File: src/rtl/eepv_pkg.sv
`default_nettype none

package eepv_pkg;

	localparam int RATE_W = 32;
	localparam int VEL_W  = 33;
	localparam int DIR_W  = 2;
	localparam int CNT_W  = 5;

	localparam logic [RATE_W-1:0] RATE_RESET = 32'd177230769;

	localparam logic [CNT_W-1:0] CNT_LAST = CNT_W'(RATE_W - 1);

	localparam logic [DIR_W-1:0] DIR_REV  = 2'b11;
	localparam logic [DIR_W-1:0] DIR_NONE = 2'b00;
	localparam logic [DIR_W-1:0] DIR_FWD  = 2'b01;

	localparam logic [1:0] EDGES_TWO = 2'd2;

	typedef enum logic [1:0] {
		ST_IDLE,
		ST_DIV,
		ST_DONE
	} state_t;

endpackage

`default_nettype wire

File: src/rtl/encoder_edge_period_velocity.sv
// channel  | handshake                  | payload
// ---------+----------------------------+----------------------------------
// in       | in_valid / in_ready        | phase_a, phase_b
// out      | out_valid / out_ready      | velocity, direction, edge_now
// cfg      | cfg_wr_en (no wait)        | cfg_wr_data (rate_constant)
//
// each word goes through the accept, 32 passes of one shared
// subtract/compare unit (restoring divide, one quotient bit each) and the
// forming of the signed result in the output register.
// in_ready is high only while the divider is free; a held output word does
// not block the next accept, only the load of the following result.
// reset is asynchronous and active low and takes effect at once.
`default_nettype none

module encoder_edge_period_velocity #(
	parameter int TIME_WIDTH = 32
) (
	input  wire logic                          clk,
	input  wire logic                          arst_n,
	input  wire logic                          in_valid,
	output logic                               in_ready,
	input  wire logic                          phase_a,
	input  wire logic                          phase_b,
	output logic                               out_valid,
	input  wire logic                          out_ready,
	output logic signed [eepv_pkg::VEL_W-1:0]  velocity,
	output logic signed [eepv_pkg::DIR_W-1:0]  direction,
	output logic                               edge_now,
	input  wire logic                          cfg_wr_en,
	input  wire logic [eepv_pkg::RATE_W-1:0]   cfg_wr_data
);

	localparam logic [TIME_WIDTH-1:0] TIME_MAX = {TIME_WIDTH{1'b1}};

	eepv_pkg::state_t state_q, state_d;

	logic [eepv_pkg::RATE_W-1:0] rate_q;
	logic                        prev_a_q;
	logic [eepv_pkg::DIR_W-1:0]  dir_q;
	logic [TIME_WIDTH-1:0]       last_q;
	logic [TIME_WIDTH-1:0]       since_q;
	logic [1:0]                  edges_q;

	logic [TIME_WIDTH-1:0]       dvs_q;
	logic [TIME_WIDTH-1:0]       rem_q;
	logic [eepv_pkg::RATE_W-1:0] dvd_q;
	logic [eepv_pkg::RATE_W-1:0] quo_q;
	logic [eepv_pkg::CNT_W-1:0]  cnt_q;
	logic                        zero_q;
	logic                        edge_q;

	logic                             out_valid_q;
	logic signed [eepv_pkg::VEL_W-1:0] velocity_q;
	logic signed [eepv_pkg::DIR_W-1:0] direction_q;
	logic                             edge_now_q;

	logic                       accept;
	logic                       div_step;
	logic                       load_out;
	logic                       edge_in;
	logic [TIME_WIDTH-1:0]      elapsed;
	logic [TIME_WIDTH-1:0]      last_d;
	logic [TIME_WIDTH-1:0]      since_d;
	logic [1:0]                 edges_d;
	logic [eepv_pkg::DIR_W-1:0] dir_d;
	logic [TIME_WIDTH:0]        rem_sh;
	logic [TIME_WIDTH:0]        diff;
	logic                       ge;
	logic [eepv_pkg::VEL_W-1:0] mag_ext;

	// sequencer
	always_ff @(posedge clk or negedge arst_n) begin
		if (!arst_n) begin
			state_q <= eepv_pkg::ST_IDLE;
		end else begin
			state_q <= state_d;
		end
	end

	always_comb begin
		state_d  = state_q;
		in_ready = 1'b0;
		div_step = 1'b0;
		load_out = 1'b0;
		unique case (state_q)
			eepv_pkg::ST_IDLE: begin
				in_ready = 1'b1;
				if (in_valid) begin
					state_d = eepv_pkg::ST_DIV;
				end
			end
			eepv_pkg::ST_DIV: begin
				div_step = 1'b1;
				if (cnt_q == '0) begin
					state_d = eepv_pkg::ST_DONE;
				end
			end
			eepv_pkg::ST_DONE: begin
				if (!out_valid_q || out_ready) begin
					load_out = 1'b1;
					state_d  = eepv_pkg::ST_IDLE;
				end
			end
			default: begin
				state_d = eepv_pkg::ST_IDLE;
			end
		endcase
	end

	assign accept = in_valid && in_ready;

	// tick update
	always_comb begin
		edge_in = phase_a != prev_a_q;
		elapsed = (since_q == TIME_MAX) ? since_q : since_q + 1'b1;
		last_d  = edge_in ? elapsed : last_q;
		since_d = edge_in ? '0 : elapsed;
		edges_d = (edge_in && edges_q != eepv_pkg::EDGES_TWO) ? edges_q + 2'd1 : edges_q;
		dir_d   = dir_q;
		if (edge_in) begin
			if (phase_a == phase_b) begin
				dir_d = (dir_q == eepv_pkg::DIR_FWD) ? eepv_pkg::DIR_NONE : eepv_pkg::DIR_REV;
			end else begin
				dir_d = (dir_q == eepv_pkg::DIR_REV) ? eepv_pkg::DIR_NONE : eepv_pkg::DIR_FWD;
			end
		end
	end

	always_ff @(posedge clk or negedge arst_n) begin
		if (!arst_n) begin
			rate_q   <= eepv_pkg::RATE_RESET;
			prev_a_q <= 1'b0;
			dir_q    <= eepv_pkg::DIR_NONE;
			last_q   <= TIME_MAX;
			since_q  <= TIME_MAX;
			edges_q  <= 2'd0;
		end else begin
			if (cfg_wr_en) begin
				rate_q <= cfg_wr_data;
			end
			if (accept) begin
				prev_a_q <= phase_a;
				dir_q    <= dir_d;
				last_q   <= last_d;
				since_q  <= since_d;
				edges_q  <= edges_d;
			end
		end
	end

	// shared restoring divide step
	always_comb begin
		rem_sh = {rem_q, dvd_q[eepv_pkg::RATE_W-1]};
		diff   = rem_sh - {1'b0, dvs_q};
		ge     = rem_sh >= {1'b0, dvs_q};
	end

	always_ff @(posedge clk) begin
		if (accept) begin
			dvs_q  <= (last_d > since_d) ? last_d : since_d;
			rem_q  <= '0;
			dvd_q  <= rate_q;
			quo_q  <= '0;
			cnt_q  <= eepv_pkg::CNT_LAST;
			zero_q <= (edges_d != eepv_pkg::EDGES_TWO) || (dir_d == eepv_pkg::DIR_NONE);
			edge_q <= edge_in;
		end else if (div_step) begin
			rem_q <= ge ? diff[TIME_WIDTH-1:0] : rem_sh[TIME_WIDTH-1:0];
			dvd_q <= {dvd_q[eepv_pkg::RATE_W-2:0], 1'b0};
			quo_q <= {quo_q[eepv_pkg::RATE_W-2:0], ge};
			cnt_q <= cnt_q - 1'b1;
		end
	end

	// output register
	assign mag_ext = {1'b0, quo_q};

	always_ff @(posedge clk or negedge arst_n) begin
		if (!arst_n) begin
			out_valid_q <= 1'b0;
		end else if (load_out) begin
			out_valid_q <= 1'b1;
		end else if (out_ready) begin
			out_valid_q <= 1'b0;
		end
	end

	always_ff @(posedge clk) begin
		if (load_out) begin
			if (zero_q) begin
				velocity_q <= '0;
			end else if (dir_q == eepv_pkg::DIR_FWD) begin
				velocity_q <= mag_ext;
			end else begin
				velocity_q <= '0 - mag_ext;
			end
			direction_q <= dir_q;
			edge_now_q  <= edge_q;
		end
	end

	assign out_valid = out_valid_q;
	assign velocity  = velocity_q;
	assign direction = direction_q;
	assign edge_now  = edge_now_q;

endmodule

`default_nettype wire

File: config.mk
export PLATFORM = sky130hd
export DESIGN_NAME = encoder_edge_period_velocity
export DESIGN_NICKNAME = d
export VERILOG_FILES = /design/src/rtl/eepv_pkg.sv /design/src/rtl/encoder_edge_period_velocity.sv
export SDC_FILE = /design/constraint.sdc
export NUM_CORES = 1
export LEC_CHECK = 0
export ABC_AREA = 1
export BUFFER_PORTS_ARGS = -buffer_cell sky130_fd_sc_hd__buf_2
export CAP_MARGIN = 20
export CORE_ASPECT_RATIO = 1.5
export CORE_UTILIZATION = 45
export CTS_BUF_LIST = sky130_fd_sc_hd__clkbuf_2 sky130_fd_sc_hd__clkbuf_4 sky130_fd_sc_hd__clkbuf_8
export DETAILED_ROUTE_END_ITERATION = 7
export HOLD_SLACK_MARGIN = 0.05
export PLACE_DENSITY = 0.71
export SETUP_SLACK_MARGIN = 0.02
export SLEW_MARGIN = 20
export SYNTH_ARGS = -nofsm -noshare
export SYNTH_HDL_FRONTEND = slang
export SYNTH_SLANG_ARGS = --single-unit
File: constraint.sdc
create_clock -name clk -period 6.8 [get_ports clk]
set_clock_uncertainty 0.15 [all_clocks]
set_input_delay 0.68 -clock clk [delete_from_list [all_inputs] [get_ports clk]]
set_output_delay 0.68 -clock clk [all_outputs]
set_load 0.02 [all_outputs]
==> metrics.yaml, run 1 <==
global_route:
  grt_pass1_vias: 12700
  met2_usage: 0.353
  grt_max_degree: 118
  grt_pass1_wl_um: 58100
  overflow: 0
  grt.busiest_layer: "met2"
  antenna_found_initial: 1
  gr-usage-met1: 0.235
  grt_use_met3: 0.0229
  grtUsageTotal: 0.199
critical_path:
  cp.required_ps: 7100
  startpoint_type: "flop"
  endpoint_kind: "flop"
  critical_path.max_fanout: 33
  reg2reg_from: "since_q[0]"
  regToRegEndpoint: "dvs_q[26]"
  arrival_ps: 5060
  r2r_slack_ps: 2040
  rr_worst_depth: 24
  crit_type: "reg2reg"
sta:
  hold_violations: 0
  timing.final.ws_setup_ps: 2040
  worstMarginPinSlew_ps: 1010
  finalCriticalPeriod_ps: 4760
  rsz0062_at_grt: "no"
  finalSetupViolations: 0
  slew_viol_final: 0
  post-route-period-util: 0.701
  holdWs_ps: 167
  final.setup.tns_ps: 0
  relSlewSlack: 0.327
  fmaxAchievable_mhz: 210
routing:
  drt-total-wl_um: 34100
  dr_total_vias: 12900
  routedWlPerCell_um: 13.6
  post-route-drc-count: 0
  drtIter0Drc: 799
  viasPerCell: 5.13
  dr.pass1.iters: 5
  antenna_left: 0
synthesis:
  async_flop_share: 0.378
  synth_top_area_share: 0.198
  synth_area_leaders: "edfxtp_1, nand2_1, dfstp_2"
  ys_warn_count: 0
  avgSynthCellArea_um2: 7.73
  synth_ff_type: "edfxtp_1"
  synth_nets: 2102
  ys_ff_latch: 275
  synth-seq-area-share: 0.462
  synth_edf_count: 102
  synth_top_cell_by_area: "edfxtp_1"
  ys_types: 53
  synth_cells: 2000
  synth_area_um2: 15500
clocking:
  cts_root_buf: "clkbuf_8"
  cts_resized: 0
  cts_sinks: 275
  cts_buffers: 43
  insertion_delay_ps: 580
  clkSlewWorstSetupHoldPaths_ps: 80
  cts_max_level: 2
  cts_tree: "yes"
  cts_buffer_depth: 3
place:
  port_buffers: 76
  dp.cells: 2428
  place_hpwl_um: 24200
  pre_cts_slack_ps: 2040
  gp_congestion: 0.897
hold_path:
  hold-path-endpoint: "rate_q[24]"
  worstHoldPathCells: 3
  hold_start: "cfg_wr_data[24]"
  hold_class: "in2reg"
floorplanning:
  die_h_um: 229
  num_io_pins: 77
  start_util: 0.459
  die_w_um: 153
  core_area_um2: 33700
  fp-row-count: 82
  die_area_um2: 35100
finish:
  drive_gt1_frac: 0.133
  area_growth_pct: 10.5
  layout_common_cells: "nand2_1, inv_1, o21ai_0"
  layout_commonest_cell: "nand2_1"
  fillers: 3210
  nets: 2156
  layout.cells.non_filler: 2510
power_and_ir_drop:
  p_leak_nw: 7.88
  ir_worst_vdd_uv: 286
  p_per_area_nw_per_um2: 431
status:
  status: "complete, no violations"
job:
  cap_violations: 0
-- metal layers --
metal,wire [µm],up-vias
met5,0,-
met2,16900,278
met4,1600,0
met3,1250,98
li1,-,6624
met1,14300,5877
-- synthesized netlist by cell type, types with 8 or more instances --
cell	instances
dfstp_2	76
o21a_1	8
xnor2_1	19
nor3_1	29
nor2_1	138
inv_1	260
o22ai_1	32
nand2_1	575
nor2_2	8
xor2_1	33
ha_1	62
dfrtp_1	28
nand2_2	10
a21oi_1	75
edfxtp_1	102
a21o_1	8
o21ai_0	202
nand3_1	128
dfxtp_1	69
clkbuf_1	55
buf_1	8
-- registers in the layout, summed over array words and instances, names as in the netlist, 32 cells and up --
name / cells
dvd_q: 32
dvs_q: 32
last_q: 32
quo_q: 32
rate_q: 32
rem_q: 32
since_q: 32
velocity: 33
-- timing repair --
| action | 4_1_cts | 5_1_grt |
|---|---|---|
| hold endpoints to repair | 28 | 0 |
| hold buffers | 1 | 0 |
| setup buffers | 0 | 0 |
| endpoints found under the setup margin | 0 | 0 |
-- worst max-delay path, stage by stage (launching register included) --
cell     delay, ps
dfstp_2        550
ha_1           190
inv_1           50
nor2_1         210
nand2_2        150
nor2_4         190
nand3_1        350
nand2_1        220
nor2_1          80
nand2_1        120
nor2_2          60
nand2_1        100
nor2_1          70
xnor2_1        130
nor2_1         140
inv_1           80
ha_1           270
nand2_1         70
nor2_2         170
nand2_2        110
nor2_4         120
nand2_2        370
nand2_4        460
nand2_1        100
nand2_1         80
-- final cells by class --
type                    count  area, µm²  share of cell area
clock inverters            15        160             0.00938
diodes                      1       2.50            0.000147
inverters                 263        987              0.0578
repair buffers             86        460              0.0270
flip-flops and latches    275       7140               0.418
multi-input cells        1385       7020               0.411
well taps                 420        526              0.0308
clock buffers              65        782              0.0458
-- per-stage QoR --
stage	util	area (µm²)	power [W]
floorplan	-	15500	0.00523
global placement	0.479	16100	0.00577
detailed placement	0.479	16100	0.00585
CTS	0.507	17100	0.00741
global route	0.507	17100	0.00800
finish	0.507	17100	0.00735
-- how the worst max path moves through the flow --
stage / end / cells past startpoint / startpoint / slack [ps]
finish: dvs_q[26] / 24 / since_q[0] / 2040
global route: dvs_q[22] / 23 / since_q[0] / 1590
CTS: dvs_q[28] / 24 / since_q[0] / 2010
detailed placement: dvs_q[26] / 25 / since_q[1] / 2040
global placement: dvs_q[28] / 23 / phase_a / 2140
floorplan: dvs_q[12] / 26 / since_q[1] / 3180
-- power by group --
group	switching, W	internal [W]
Clock	0.000665	0.000855
Sequential	0.000229	0.00228
Combinational	0.00226	0.00106
-- cell families (layout without fill, tap and decap cells) --
logic type / Yosys count / in the layout / synth area share
AO/OA/AOI/OAI: 349 / 349 / 0.122
XOR/XNOR: 52 / 52 / 0.0295
adder cells (fa/ha/maj): 63 / 63 / 0.0515
buffers and inverters: 340 / 429 / 0.0851
flip-flops: 275 / 275 / 0.462
other: 0 / 1 / 0
AND/OR/NAND/NOR: 921 / 921 / 0.250
Note: power is estimated with default switching activity, not from simulation.
==> run 2, diff against run 1 <==
--- a/config.mk
+++ b/config.mk
@@ -13,7 +13,7 @@
 export CTS_BUF_LIST = sky130_fd_sc_hd__clkbuf_2 sky130_fd_sc_hd__clkbuf_4 sky130_fd_sc_hd__clkbuf_8
 export DETAILED_ROUTE_END_ITERATION = 7
 export HOLD_SLACK_MARGIN = 0.05
-export PLACE_DENSITY = 0.71
+export PLACE_DENSITY = 0.73
 export SETUP_SLACK_MARGIN = 0.02
 export SLEW_MARGIN = 20
 export SYNTH_ARGS = -nofsm -noshare
==> constraint.sdc (replaced) <==
create_clock -name clk -period 4.3 [get_ports clk]
set_clock_uncertainty 0.15 [all_clocks]
set_input_delay 0.43 -clock clk [delete_from_list [all_inputs] [get_ports clk]]
set_output_delay 0.43 -clock clk [all_outputs]
set_load 0.02 [all_outputs]
==> metrics.yaml, run 2 (same netlist as run 1, synthesis figures left out) <==
sta:
  finalSetupViolations: 0
  timing.final.ws_setup_ps: 162
  relSlewSlack: 0.311
  hold_violations: 0
  slew_viol_final: 0
  fmaxAchievable_mhz: 242
  worstMarginPinSlew_ps: 1030
  finalCriticalPeriod_ps: 4140
  holdWs_ps: 257
  post-route-period-util: 0.962
finish:
  layout_common_cells: "nand2_1, inv_1, o21ai_0"
  final_core_util: 0.531
  area_growth_pct: 15.7
  largest_reg_flops: 33
  nets: 2222
  layout.cells.non_filler: 2575
  drive_gt1_frac: 0.151
  layout_commonest_cell: "nand2_1"
status:
  status: "complete, no violations"
hold_path:
  worstHoldPathCells: 6
  hold_start: "phase_b"
  hold_class: "in2reg"
place:
  port_buffers: 76
  gp_congestion: 0.945
  dp.cells: 2447
  pre_cts_slack_ps: 31.5
  place_hpwl_um: 25200
critical_path:
  startpoint_type: "flop"
  reg2reg_from: "since_q[1]"
  cp_num_buf_inv: 5
  cpMaxStageDelayCell: "dfstp_2"
  crit_type: "reg2reg"
  cp.required_ps: 4480
  crit_family: "simple AND/OR/NAND/NOR gates"
  slowest_delay_ps: 550
  endpoint_kind: "flop"
  rr_worst_depth: 25
  critical_path.max_fanout: 16
  crit_top_cell: "nand2_1"
  arrival_ps: 4320
  startpoint: "since_q[1]"
  path_depth: 25
global_route:
  overflow: 0
  grtUsageTotal: 0.211
  antenna_found_initial: 1
  grt_pass1_wl_um: 60800
  grt_max_degree: 94
  grt_pass1_vias: 13200
clocking:
  cts_tree: "yes"
  cts_sinks: 275
  clkSlewWorstSetupHoldPaths_ps: 70
  cts_buffer_depth: 3
  cts_max_level: 2
  cts_buffers: 43
  cts_root_buf: "clkbuf_8"
  insertion_delay_ps: 580
job:
  cap_violations: 0
power_and_ir_drop:
  p_leak_nw: 8.27
  ir_worst_vdd_uv: 529
  p_per_area_nw_per_um2: 739
routing:
  antenna_left: 0
  viasPerCell: 5.26
  post-route-drc-count: 0
  routedWlPerCell_um: 14.7
  dr.pass1.iters: 5
  drtIter0Drc: 958
  drt-total-wl_um: 38000
  dr_total_vias: 13600
floorplanning:
  core_area_um2: 33700
  die_h_um: 229
  num_io_pins: 77
  die_w_um: 153
  fp-row-count: 82
  die_area_um2: 35100
  start_util: 0.459
-- run 2: cell type report --
| class | instances | area (µm²) |
|---|---|---|
| timing repair buffer | 151 | 1130 |
| fill | 3119 | 15800 |
| sequential | 275 | 7140 |
| clock buffer | 67 | 816 |
| antenna | 1 | 2.50 |
| inverter | 263 | 987 |
| multi-input combinational | 1386 | 7140 |
| tap | 420 | 526 |
| clock inverter | 12 | 141 |
-- run 2: metrics by stage --
stage / total power, W / setup TNS (ps) / area [µm²]
after floorplan: 0.00827 / 0 / 15500
after global placement: 0.00933 / 0 / 16300
after detailed placement: 0.00948 / 0 / 16300
after CTS: 0.0120 / 0 / 17600
after global routing: 0.0141 / -1270 / 17900
final: 0.0132 / 0 / 17900
-- run 2: routing by layer --
| layer | vias to the layer above | global-route usage | part of all wire |
|---|---|---|---|
| met5 | - | 0 | 0 |
| met4 | 0 | 0.124 | 0.051 |
| met3 | 124 | 0.0278 | 0.043 |
| met2 | 418 | 0.376 | 0.51 |
| met1 | 6252 | 0.239 | 0.40 |
| li1 | 6760 | - | - |
-- run 2: worst paths after layout --
path,endpoint,slack [ps]
min in group asynchronous,rate_q[3],410
setup reg to reg,dvs_q[2],160
setup / recovery,dvs_q[2],160
hold reg to reg,edge_now,280
hold / removal,dir_q[1],260
max in group asynchronous,since_q[17],2630
-- run 2: timing repair --
item                                    in CTS  in global routing
hold endpoints to repair                    49                  0
endpoints found under the setup margin       7                 32
gates cloned                                 0                  4
buffers inserted                             0                  8
hold buffers                                36                  0
pin swaps                                    0                 11
resized for setup                            2                 32
-- run 2: worst min-delay path, stage by stage --
cell and delay, ps:
buf_2 80, xnor2_1 80, nand2_1 60, nand2_1 60, o21ai_0 110, o21ai_0 100
-- run 2: report_power, final --
part           leakage [nW]  internal, W  switching (W)
Sequential             2.69      0.00360       0.000371
Combinational          5.08      0.00252        0.00426
Clock                 0.506      0.00140        0.00106
Total                  8.27      0.00752        0.00570
